`config.mk`:
```
export PLATFORM = sky130hd
export DESIGN_NAME = texture_header_validator_flat
export DESIGN_NICKNAME = d
export VERILOG_FILES = /design/src/rtl/thv_pkg.sv /design/src/rtl/thv_in_if.sv /design/src/rtl/thv_out_if.sv /design/src/rtl/thv_chain.sv /design/src/rtl/texture_header_validator.sv /design/src/flat_wrapper.sv
export SDC_FILE = /design/constraint.sdc
export NUM_CORES = 2
export LEC_CHECK = 0
export ABC_CLOCK_PERIOD_IN_PS = 22700
export BUFFER_PORTS_ARGS = -buffer_cell sky130_fd_sc_hd__buf_2
export CAP_MARGIN = 20
export CORE_MARGIN = 3
export CORE_UTILIZATION = 55
export CTS_CLUSTER_SIZE = 24
export DETAILED_ROUTE_END_ITERATION = 8
export PLACE_DENSITY = 0.77
export SLEW_MARGIN = 20
export SYNTH_ARGS = -nofsm -noshare
export SYNTH_HDL_FRONTEND = slang
export SYNTH_HIERARCHICAL = 1
export SYNTH_SLANG_ARGS = --single-unit
```
`constraint.sdc`:
```
create_clock -name i_clk -period 22.7 [get_ports i_clk]
set_clock_uncertainty 0.1 [all_clocks]
set_input_delay 4.54 -clock i_clk [delete_from_list [all_inputs] [get_ports i_clk]]
set_output_delay 4.54 -clock i_clk [all_outputs]
set_load 0.1 [all_outputs]
```
`src/rtl/thv_pkg.sv`:
```
package thv_pkg;

    localparam int HEADER_BYTES       = 40;
    localparam int MAX_MIP_LEVELS_DEF = 16;

    localparam int CNT_W = 64;
    localparam int SUM_W = 36;
    localparam int DIM_W = 16;
    localparam int MIP_W = 5;
    localparam int VER_W = 32;

    localparam logic [VER_W-1:0] SCHEMA_RST  = 32'd1;
    localparam logic [DIM_W-1:0] MAX_DIM_RST = 16'd16384;

    // "ATLTEX\0\0", byte i at bits [8i+7:8i]
    localparam logic [63:0] MAGIC = 64'h0000_5845_544C_5441;

    // header word positions (byte offset / 4)
    localparam logic [3:0] WORD_VERSION = 4'd2;
    localparam logic [3:0] WORD_WIDTH   = 4'd3;
    localparam logic [3:0] WORD_HEIGHT  = 4'd4;
    localparam logic [3:0] WORD_FORMAT  = 4'd5;
    localparam logic [3:0] WORD_MIPS    = 4'd6;
    localparam logic [3:0] WORD_OFFSET  = 4'd7;
    localparam logic [3:0] WORD_SIZE    = 4'd8;
    localparam logic [3:0] WORD_LAYOUT  = 4'd9;

    typedef enum logic [3:0] {
        ST_OK      = 4'd0,
        ST_TRUNC   = 4'd1,
        ST_MAGIC   = 4'd2,
        ST_VERSION = 4'd3,
        ST_DIM     = 4'd4,
        ST_FORMAT  = 4'd5,
        ST_MIPS    = 4'd6,
        ST_LAYOUT  = 4'd7,
        ST_ALIGN   = 4'd8,
        ST_SIZE    = 4'd9
    } t_status;

    typedef enum logic {
        CFG_SCHEMA  = 1'b0,
        CFG_MAX_DIM = 1'b1
    } t_cfg_idx;

    typedef struct packed {
        logic             start;
        logic [DIM_W-1:0] w;
        logic [DIM_W-1:0] h;
        logic             bc7;
        logic [MIP_W-1:0] mips;
    } t_chain_req;

    typedef struct packed {
        logic             done;
        logic [SUM_W-1:0] sum;
    } t_chain_rsp;

endpackage

```
`src/rtl/thv_in_if.sv`:
```
interface thv_in_if;
    logic       valid;
    logic       ready;
    logic [7:0] in_byte;
    logic       last;

    modport source (output valid, output in_byte, output last, input ready);
    modport sink   (input valid, input in_byte, input last, output ready);
endinterface

```
`src/rtl/thv_out_if.sv`:
```
interface thv_out_if;
    logic        valid;
    logic        ready;
    logic        payload_valid;
    logic [7:0]  payload_byte;
    logic        done_res;
    logic [3:0]  status;
    logic [15:0] tex_width;
    logic [15:0] tex_height;
    logic        color_srgb;
    logic        layout_bc7;
    logic [4:0]  mip_levels;

    modport source (
        output valid, output payload_valid, output payload_byte, output done_res,
        output status, output tex_width, output tex_height, output color_srgb,
        output layout_bc7, output mip_levels, input ready
    );
    modport sink (
        input valid, input payload_valid, input payload_byte, input done_res,
        input status, input tex_width, input tex_height, input color_srgb,
        input layout_bc7, input mip_levels, output ready
    );
endinterface

```
`src/rtl/thv_chain.sv`:
```
module thv_chain
    import thv_pkg::*;
#(
    parameter int LVL_W = 5
) (
    input  logic       i_clk,
    input  logic       i_rst_n,
    input  t_chain_req i_req,
    output t_chain_rsp o_rsp
);

    logic             r_busy;
    logic             r_prod_v;
    logic [LVL_W-1:0] r_left;
    logic [DIM_W-1:0] r_lw;
    logic [DIM_W-1:0] r_lh;
    logic             r_bc7;
    logic [SUM_W-1:0] r_prod;
    logic [SUM_W-1:0] r_acc;

    logic [DIM_W:0]     w_plus3;
    logic [DIM_W:0]     h_plus3;
    logic [DIM_W-1:0]   op_a;
    logic [DIM_W-1:0]   op_b;
    logic [2*DIM_W-1:0] prod;
    logic [SUM_W-1:0]   scaled;
    logic [DIM_W-1:0]   n_lw;
    logic [DIM_W-1:0]   n_lh;

    always_comb begin
        w_plus3 = {1'b0, r_lw} + (DIM_W+1)'(3);
        h_plus3 = {1'b0, r_lh} + (DIM_W+1)'(3);
        op_a    = r_bc7 ? {1'b0, w_plus3[DIM_W:2]} : r_lw;
        op_b    = r_bc7 ? {1'b0, h_plus3[DIM_W:2]} : r_lh;
        prod    = op_a * op_b;
        // 16 bytes per 4x4 block, 4 bytes per texel
        scaled  = r_bc7 ? {prod, 4'b0} : {2'b0, prod, 2'b0};
        n_lw    = ((r_lw >> 1) == '0) ? DIM_W'(1) : (r_lw >> 1);
        n_lh    = ((r_lh >> 1) == '0) ? DIM_W'(1) : (r_lh >> 1);
    end

    always_ff @(posedge i_clk) begin
        if (!i_rst_n) begin
            r_busy   <= 1'b0;
            r_prod_v <= 1'b0;
            r_left   <= '0;
        end else if (i_req.start) begin
            r_busy   <= 1'b1;
            r_prod_v <= 1'b0;
            r_left   <= i_req.mips[LVL_W-1:0];
            r_lw     <= i_req.w;
            r_lh     <= i_req.h;
            r_bc7    <= i_req.bc7;
            r_acc    <= '0;
        end else if (r_busy) begin
            if (r_left != '0) begin
                r_prod   <= scaled;
                r_prod_v <= 1'b1;
                r_left   <= r_left - LVL_W'(1);
                r_lw     <= n_lw;
                r_lh     <= n_lh;
            end else begin
                r_prod_v <= 1'b0;
            end
            if (r_prod_v) begin
                r_acc <= r_acc + r_prod;
            end
            if (r_left == '0 && !r_prod_v) begin
                r_busy <= 1'b0;
            end
        end
    end

    assign o_rsp.done = r_busy && (r_left == '0) && !r_prod_v;
    assign o_rsp.sum  = r_acc;

    a_no_restart: assert property (@(posedge i_clk) disable iff (!i_rst_n)
        i_req.start |-> !r_busy) else $error("chain restarted while busy");

    a_prod_in_run: assert property (@(posedge i_clk) disable iff (!i_rst_n)
        r_prod_v |-> r_busy) else $error("product pending outside a run");

    a_done_ends: assert property (@(posedge i_clk) disable iff (!i_rst_n)
        o_rsp.done |=> !r_busy) else $error("chain still busy after done");

endmodule

```
`src/rtl/texture_header_validator.sv`:
```
// A byte's result is registered in the output register as the byte is accepted.
// The final header byte waits for the header check (S_CHECK) and, if it passes,
// the mip-chain walk (S_CHAIN) in the multiply-accumulate unit thv_chain.
// Throughput: one byte per cycle unless the output stalls or a header is checked.
// Reset: synchronous, active low; clears stream state, schema_version = 1,
// max_dimension = 16384.
module texture_header_validator
    import thv_pkg::*;
#(
    parameter int MAX_MIP_LEVELS = MAX_MIP_LEVELS_DEF
) (
    input  logic             i_clk,
    input  logic             i_rst_n,
    input  logic             i_cfg_we,
    input  logic             i_cfg_idx,
    input  logic [VER_W-1:0] i_cfg_data,
    thv_in_if.sink           i_in,
    thv_out_if.source        o_res
);

    localparam int LVL_W = $clog2(MAX_MIP_LEVELS + 1);

    typedef enum logic [1:0] {
        S_IDLE,
        S_CHECK,
        S_CHAIN,
        S_RESULT
    } t_state;

    t_state           r_state;
    logic [CNT_W-1:0] r_cnt;
    t_status          r_err;
    logic             r_hdr_ok;
    logic [SUM_W-1:0] r_total;
    logic             r_fin_pend;

    logic [VER_W-1:0] r_schema;
    logic [DIM_W-1:0] r_max_dim;

    logic             r_magic_bad;
    logic [23:0]      r_asm;
    logic [VER_W-1:0] r_version;
    logic [DIM_W-1:0] r_w;
    logic             r_w_big;
    logic [DIM_W-1:0] r_h;
    logic             r_h_big;
    logic             r_fmt_bad;
    logic             r_srgb;
    logic [MIP_W-1:0] r_mips;
    logic             r_mips_big;
    logic             r_off_bad;
    logic [31:0]      r_size;
    logic             r_lay_bad;
    logic             r_bc7;

    logic             r_out_valid;
    logic             r_out_pv;
    logic [7:0]       r_out_byte;
    logic             r_out_done;
    t_status          r_out_status;
    logic [DIM_W-1:0] r_out_w;
    logic [DIM_W-1:0] r_out_h;
    logic             r_out_srgb;
    logic             r_out_bc7;
    logic [MIP_W-1:0] r_out_mips;

    logic             out_free;
    logic             in_ready;
    logic             in_acc;
    logic [CNT_W-1:0] cnt_inc;
    logic             is_hdr;
    logic             is_hdr_end;
    logic [31:0]      word;
    logic             res_fin;
    logic [CNT_W-1:0] res_cnt;
    logic             res_pv;
    t_status          res_status;
    logic             dim_bad;
    logic [DIM_W-1:0] wh_or;
    logic [MIP_W-1:0] mips_m1;
    logic             mips_bad;
    logic             align_bad;
    t_status          chk_err;
    t_chain_req       chain_req;
    t_chain_rsp       chain_rsp;

    assign out_free   = !r_out_valid || o_res.ready;
    assign in_ready   = (r_state == S_IDLE) && out_free;
    assign in_acc     = i_in.valid && in_ready;
    assign cnt_inc    = (&r_cnt) ? r_cnt : r_cnt + CNT_W'(1);
    assign is_hdr     = r_cnt < CNT_W'(HEADER_BYTES);
    assign is_hdr_end = r_cnt == CNT_W'(HEADER_BYTES - 1);
    assign word       = {i_in.in_byte, r_asm};

    always_comb begin
        if (r_state == S_RESULT) begin
            res_fin = r_fin_pend;
            res_cnt = r_cnt;
            res_pv  = 1'b0;
        end else begin
            res_fin = i_in.last;
            res_cnt = cnt_inc;
            res_pv  = !is_hdr && r_hdr_ok;
        end
        if (!res_fin) begin
            res_status = r_err;
        end else if (res_cnt < CNT_W'(HEADER_BYTES)) begin
            res_status = ST_TRUNC;
        end else if (r_err != ST_OK) begin
            res_status = r_err;
        end else if (res_cnt != CNT_W'(r_total)) begin
            res_status = ST_SIZE;
        end else begin
            res_status = ST_OK;
        end
    end

    always_comb begin
        dim_bad   = (r_w == '0) || r_w_big || (r_w > r_max_dim) ||
                    (r_h == '0) || r_h_big || (r_h > r_max_dim);
        wh_or     = r_w | r_h;
        mips_m1   = r_mips - MIP_W'(1);
        // chain length >= mips  <=>  max(w,h) >= 2^(mips-1)
        mips_bad  = (r_mips == '0) || r_mips_big || (r_mips > MIP_W'(MAX_MIP_LEVELS)) ||
                    ((wh_or >> mips_m1[3:0]) == '0);
        align_bad = r_bc7 && ((r_w[1:0] != 2'b00) || (r_h[1:0] != 2'b00));
        if (r_magic_bad) begin
            chk_err = ST_MAGIC;
        end else if (r_version != r_schema) begin
            chk_err = ST_VERSION;
        end else if (dim_bad) begin
            chk_err = ST_DIM;
        end else if (r_fmt_bad) begin
            chk_err = ST_FORMAT;
        end else if (mips_bad) begin
            chk_err = ST_MIPS;
        end else if (r_lay_bad) begin
            chk_err = ST_LAYOUT;
        end else if (align_bad) begin
            chk_err = ST_ALIGN;
        end else if (r_off_bad) begin
            chk_err = ST_SIZE;
        end else begin
            chk_err = ST_OK;
        end
    end

    assign chain_req.start = (r_state == S_CHECK) && (chk_err == ST_OK);
    assign chain_req.w     = r_w;
    assign chain_req.h     = r_h;
    assign chain_req.bc7   = r_bc7;
    assign chain_req.mips  = r_mips;

    thv_chain #(
        .LVL_W (LVL_W)
    ) u_chain (
        .i_clk   (i_clk),
        .i_rst_n (i_rst_n),
        .i_req   (chain_req),
        .o_rsp   (chain_rsp)
    );

    always_ff @(posedge i_clk) begin
        if (!i_rst_n) begin
            r_schema  <= SCHEMA_RST;
            r_max_dim <= MAX_DIM_RST;
        end else if (i_cfg_we) begin
            case (t_cfg_idx'(i_cfg_idx))
                CFG_SCHEMA:  r_schema  <= i_cfg_data;
                CFG_MAX_DIM: r_max_dim <= i_cfg_data[DIM_W-1:0];
                default:     r_schema  <= r_schema;
            endcase
        end
    end

    always_ff @(posedge i_clk) begin
        if (!i_rst_n) begin
            r_state     <= S_IDLE;
            r_cnt       <= '0;
            r_err       <= ST_OK;
            r_hdr_ok    <= 1'b0;
            r_total     <= '0;
            r_magic_bad <= 1'b0;
            r_fin_pend  <= 1'b0;
            r_out_valid <= 1'b0;
        end else begin
            if (o_res.ready) begin
                r_out_valid <= 1'b0;
            end
            case (r_state)
                S_IDLE: begin
                    if (in_acc) begin
                        r_cnt <= cnt_inc;
                        if (is_hdr) begin
                            if (r_cnt < CNT_W'(8) &&
                                i_in.in_byte != MAGIC[8*r_cnt[2:0] +: 8]) begin
                                r_magic_bad <= 1'b1;
                            end
                            r_asm <= {i_in.in_byte, r_asm[23:8]};
                            if (r_cnt[1:0] == 2'b11) begin
                                case (r_cnt[5:2])
                                    WORD_VERSION: r_version <= word;
                                    WORD_WIDTH: begin
                                        r_w     <= word[DIM_W-1:0];
                                        r_w_big <= |word[31:DIM_W];
                                    end
                                    WORD_HEIGHT: begin
                                        r_h     <= word[DIM_W-1:0];
                                        r_h_big <= |word[31:DIM_W];
                                    end
                                    WORD_FORMAT: begin
                                        r_fmt_bad <= |word[31:1];
                                        r_srgb    <= word[0];
                                    end
                                    WORD_MIPS: begin
                                        r_mips     <= word[MIP_W-1:0];
                                        r_mips_big <= |word[31:MIP_W];
                                    end
                                    WORD_OFFSET: r_off_bad <= word != 32'(HEADER_BYTES);
                                    WORD_SIZE:   r_size    <= word;
                                    WORD_LAYOUT: begin
                                        r_lay_bad <= |word[31:1];
                                        r_bc7     <= word[0];
                                    end
                                    default: r_asm <= {i_in.in_byte, r_asm[23:8]};
                                endcase
                            end
                        end
                        if (is_hdr_end) begin
                            r_fin_pend <= i_in.last;
                            r_state    <= S_CHECK;
                        end else begin
                            r_out_valid  <= 1'b1;
                            r_out_pv     <= res_pv;
                            r_out_byte   <= res_pv ? i_in.in_byte : 8'd0;
                            r_out_done   <= res_fin;
                            r_out_status <= res_status;
                            r_out_w      <= r_hdr_ok ? r_w : '0;
                            r_out_h      <= r_hdr_ok ? r_h : '0;
                            r_out_srgb   <= r_hdr_ok && r_srgb;
                            r_out_bc7    <= r_hdr_ok && r_bc7;
                            r_out_mips   <= r_hdr_ok ? r_mips : '0;
                            if (i_in.last) begin
                                r_cnt       <= '0;
                                r_err       <= ST_OK;
                                r_hdr_ok    <= 1'b0;
                                r_total     <= '0;
                                r_magic_bad <= 1'b0;
                            end
                        end
                    end
                end
                S_CHECK: begin
                    if (chk_err == ST_OK) begin
                        r_state <= S_CHAIN;
                    end else begin
                        r_err   <= chk_err;
                        r_state <= S_RESULT;
                    end
                end
                S_CHAIN: begin
                    if (chain_rsp.done) begin
                        if (SUM_W'(r_size) != chain_rsp.sum) begin
                            r_err <= ST_SIZE;
                        end else begin
                            r_err    <= ST_OK;
                            r_hdr_ok <= 1'b1;
                            r_total  <= chain_rsp.sum + SUM_W'(HEADER_BYTES);
                        end
                        r_state <= S_RESULT;
                    end
                end
                S_RESULT: begin
                    if (out_free) begin
                        r_out_valid  <= 1'b1;
                        r_out_pv     <= 1'b0;
                        r_out_byte   <= 8'd0;
                        r_out_done   <= res_fin;
                        r_out_status <= res_status;
                        r_out_w      <= r_hdr_ok ? r_w : '0;
                        r_out_h      <= r_hdr_ok ? r_h : '0;
                        r_out_srgb   <= r_hdr_ok && r_srgb;
                        r_out_bc7    <= r_hdr_ok && r_bc7;
                        r_out_mips   <= r_hdr_ok ? r_mips : '0;
                        r_state      <= S_IDLE;
                        if (r_fin_pend) begin
                            r_cnt       <= '0;
                            r_err       <= ST_OK;
                            r_hdr_ok    <= 1'b0;
                            r_total     <= '0;
                            r_magic_bad <= 1'b0;
                        end
                    end
                end
                default: r_state <= S_IDLE;
            endcase
        end
    end

    assign i_in.ready          = in_ready;
    assign o_res.valid         = r_out_valid;
    assign o_res.payload_valid = r_out_pv;
    assign o_res.payload_byte  = r_out_byte;
    assign o_res.done_res      = r_out_done;
    assign o_res.status        = r_out_status;
    assign o_res.tex_width     = r_out_w;
    assign o_res.tex_height    = r_out_h;
    assign o_res.color_srgb    = r_out_srgb;
    assign o_res.layout_bc7    = r_out_bc7;
    assign o_res.mip_levels    = r_out_mips;

    a_chain_done_state: assert property (@(posedge i_clk) disable iff (!i_rst_n)
        chain_rsp.done |-> r_state == S_CHAIN) else $error("chain done outside chain walk");

    a_ok_no_error: assert property (@(posedge i_clk) disable iff (!i_rst_n)
        r_hdr_ok |-> r_err == ST_OK) else $error("header ok with latched error");

    a_hdr_end_check: assert property (@(posedge i_clk) disable iff (!i_rst_n)
        (in_acc && is_hdr_end) |=> r_state == S_CHECK) else $error("header end not checked");

endmodule

```
`src/flat_wrapper.sv`:
```
// flat-port wrapper written by rule: the top's interface ports become plain ports
module texture_header_validator_flat import thv_pkg::*;
#(
    parameter int MAX_MIP_LEVELS = MAX_MIP_LEVELS_DEF
)
  (i_clk, i_rst_n, i_cfg_we, i_cfg_idx, i_cfg_data, i_in_valid, i_in_in_byte, i_in_last, i_in_ready, o_res_valid, o_res_payload_valid, o_res_payload_byte, o_res_done_res, o_res_status, o_res_tex_width, o_res_tex_height, o_res_color_srgb, o_res_layout_bc7, o_res_mip_levels, o_res_ready);
  thv_in_if i_in_i ();
  thv_out_if o_res_i ();
  input  logic i_clk;
  input  logic i_rst_n;
  input  logic i_cfg_we;
  input  logic i_cfg_idx;
  input  logic [VER_W-1:0] i_cfg_data;
  input wire logic [$bits(i_in_i.valid)-1:0] i_in_valid;
  input wire logic [$bits(i_in_i.in_byte)-1:0] i_in_in_byte;
  input wire logic [$bits(i_in_i.last)-1:0] i_in_last;
  output wire logic [$bits(i_in_i.ready)-1:0] i_in_ready;
  output wire logic [$bits(o_res_i.valid)-1:0] o_res_valid;
  output wire logic [$bits(o_res_i.payload_valid)-1:0] o_res_payload_valid;
  output wire logic [$bits(o_res_i.payload_byte)-1:0] o_res_payload_byte;
  output wire logic [$bits(o_res_i.done_res)-1:0] o_res_done_res;
  output wire logic [$bits(o_res_i.status)-1:0] o_res_status;
  output wire logic [$bits(o_res_i.tex_width)-1:0] o_res_tex_width;
  output wire logic [$bits(o_res_i.tex_height)-1:0] o_res_tex_height;
  output wire logic [$bits(o_res_i.color_srgb)-1:0] o_res_color_srgb;
  output wire logic [$bits(o_res_i.layout_bc7)-1:0] o_res_layout_bc7;
  output wire logic [$bits(o_res_i.mip_levels)-1:0] o_res_mip_levels;
  input wire logic [$bits(o_res_i.ready)-1:0] o_res_ready;
  assign i_in_i.valid = i_in_valid;
  assign i_in_i.in_byte = i_in_in_byte;
  assign i_in_i.last = i_in_last;
  assign i_in_ready = i_in_i.ready;
  assign o_res_valid = o_res_i.valid;
  assign o_res_payload_valid = o_res_i.payload_valid;
  assign o_res_payload_byte = o_res_i.payload_byte;
  assign o_res_done_res = o_res_i.done_res;
  assign o_res_status = o_res_i.status;
  assign o_res_tex_width = o_res_i.tex_width;
  assign o_res_tex_height = o_res_i.tex_height;
  assign o_res_color_srgb = o_res_i.color_srgb;
  assign o_res_layout_bc7 = o_res_i.layout_bc7;
  assign o_res_mip_levels = o_res_i.mip_levels;
  assign o_res_i.ready = o_res_ready;
  texture_header_validator #(.MAX_MIP_LEVELS(MAX_MIP_LEVELS)) u_core (.i_clk(i_clk), .i_rst_n(i_rst_n), .i_cfg_we(i_cfg_we), .i_cfg_idx(i_cfg_idx), .i_cfg_data(i_cfg_data), .i_in(i_in_i), .o_res(o_res_i));
endmodule
```
==> reports/metrics.cfg <==
[sta]
hold_viol=0
worst_slew_pin_slew_ns=1.14
maxSlewHeadroom=0.241
fin_crit_sh=0.444
max_freq_mhz=99.2
setup_viol=0
grt_setup_unrepaired=no
min_period_ns=10.08
tns_ns=0
slew_violations=0
finalWorstSetupSlack_ns=12.62

[clocking]
clk_transition_reported_paths_ns=0.06
htreeDepth=2
clock-sinks=452
cts.path.max_buffers=3
cts_resized=0
cts-hold-fix-buffers=0
postCtsSetupRepairBufs=0
cts_tree=done
clock_latency_ns=0.63
root_buffer=clkbuf_16
cts_buffers=48

[global_route]
grt_first_pass_wirelength_microns=153000
antenna_found_initial=0
gr-total-overflow=0
grt_pass1_vias=26900
grtUsageTotal=0.302
grt_max_degree=97

[pwr]
power.density_nw_per_um2=48.8
leakagePower_nw=14.6
ir_drop_mv=0.0769

[synth]
synth_cells=3701
synth.distinct_cells=103
ys_async_sr_fraction=0
synthFlopType=edfxtp_1
post_synth.cell_area_avg_sq_um=9.22
ys_ff_latch=452
ys_seq_area_frac=0.349
synth_edf_count=287
netlist_area_sq_um=34100
yosysWarnings=6

[setup_path]
slowest_delay_ns=0.43
path_max_fanout=6
start_kind=input pin
path_cells=buf_2 > nand2b_1 > and2_1 > buf_2
cp_data_arrival_time_ns=5.44
timing_worst_setup_path_type=in2out
cpMostUsedCell=buf_2
critPathCaptureType=output pin
worstPathRequired_ns=18.06
crit_slowest_cell=buf_2

[flow_run]
drv_cap=0

[cells_and_area]
drive_gt1_frac=0.0870
final_util=0.606
final_cell_mix=nand2_1, nor2_1, inv_1
final_common_cell=nand2_1
antenna_cells=0
instances_no_fill=4565
areaGrowthSynthToFinish_pct=8.23
fin_nets=4122
n_fill_cell=5130

[floorplanning]
die_w_microns=255
fp-row-count=90
die-area_sq_um=65100
io-pin-count=102
core_sq_um=60900
initial_utilization=0.560
die_height_microns=255

[drt]
drt_iter0_drc=2927
drc=0
final_antenna_net_count=0
vias=28600
first_pass_iters=6
wl_per_cell_microns=21.7
via_per_inst=6.26
wl_microns=99000

[placement]
pre_cts_ws_ns=12.63
port_buffers=101
place.gp.congestion=0.987
dp.cells=4473
dpl.hpwl_microns=71900

[run_status]
status=completed

[hold_path]
holdCritPathClass=reg2reg

## per-layer routing
| layer | vias to the layer above | GRT usage | share of wire |
|---|---|---|---|
| met5 | - | 0 | 0 |
| met4 | 0 | 0.130 | 0.045 |
| met3 | 293 | 0.0503 | 0.093 |
| met2 | 1548 | 0.488 | 0.46 |
| met1 | 13800 | 0.404 | 0.40 |
| li1 | 13000 | - | - |
## sequential cells by signal (all words and copies together) (netlist names), 8 cells and up
signal,cells
u_core/r_asm,24
u_core/u_chain/r_lw,16
u_core/r_h,16
u_core/r_total,36
u_core/o_res.payload_byte,8
u_core/u_chain/r_acc,34
u_core/o_res.tex_width,16
u_core/r_size,32
u_core/u_chain/r_lh,16
u_core/o_res.tex_height,16
u_core/r_schema,32
u_core/r_max_dim,16
u_core/r_version,32
u_core/r_w,16
u_core/r_cnt,64
u_core/u_chain/r_prod,34
## where the power goes
part	switching, W	internal (W)
clock	0.000353	0.000481
sequential	0.00000827	0.000878
combinational	0.0000638	0.0000189
total	0.000425	0.00138
## cell usage after synthesis, types with 12 or more instances
cell type / number / area (sq um)
o211ai_1: 23 / 173
o21ai_0: 142 / 711
nand2b_1: 26 / 163
mux2i_1: 13 / 130
and4_1: 12 / 105
clkbuf_1: 136 / 510
or4_1: 23 / 173
xor2_1: 59 / 517
nand2_1: 429 / 1610
edfxtp_1: 287 / 8620
buf_2: 45 / 225
inv_1: 302 / 1130
nor2b_1: 27 / 169
a22oi_1: 41 / 308
nor2_1: 327 / 1230
dfxtp_1: 165 / 3300
or3_1: 40 / 250
nand3_1: 83 / 415
a211oi_1: 16 / 120
a31oi_1: 23 / 144
xnor2_1: 168 / 1470
nor4_1: 79 / 494
o21a_1: 31 / 233
fa_1: 195 / 3900
nor3_1: 87 / 435
a21oi_1: 216 / 1080
mux2_2: 37 / 417
and3_1: 28 / 175
ha_1: 183 / 2290
a21o_1: 51 / 383
and2_1: 106 / 663
nand4_1: 67 / 419
## path summary, 6_finish.rpt
kind	end	from	cells past startpoint	slack (ns)
setup / recovery	i_in_ready	o_res_ready	4	12.62
setup reg to reg	u_core/u_chain/r_prod[32]	u_core/u_chain/r_lw[3]	28	13.98
hold / removal	u_core/r_max_dim[3]	u_core/r_max_dim[3]	2	0.36
hold reg to reg	u_core/r_max_dim[3]	u_core/r_max_dim[3]	2	0.36
## kinds of logic (layout without fill, tap and decap cells)
kind of cell / after synthesis / count (layout) / share of synthesized area
AOI/OAI and AO/OA: 693 / 693 / 0.132
xor gates and xnor gates: 231 / 231 / 0.0609
adders and majority gates: 378 / 378 / 0.181
buffers and inverters: 502 / 537 / 0.0577
DFF: 452 / 452 / 0.349
muxes: 50 / 50 / 0.0160
other: 1 / 2 / 0.000110
and+or+nand+nor: 1394 / 1394 / 0.202
## worst max-delay path: cells and delay by family
kind,cells,cell delay [ns]
buffers and inverters,2,0.50
and+or+nand+nor,2,0.40
## metrics by stage
step	area [sq um]	total power (W)	hold slack, ns
global placement	35200	0.000983	0.343
global route	36900	0.00185	0.376
finish	36900	0.00180	0.356
CTS	36900	0.00181	0.355
detailed placement	35200	0.000984	0.346
floorplan	34100	0.000957	0.336
## cell type report
class / instances / area, sq um / area share
inverter: 304 / 1140 / 0.0310
clock inverter: 26 / 358 / 0.00969
timing repair buffer: 143 / 818 / 0.0222
multi-input combinational: 2748 / 20300 / 0.550
clock buffer: 64 / 1340 / 0.0363
tap: 828 / 1040 / 0.0280
sequential: 452 / 11900 / 0.323
(Power assumes the default switching activity.)
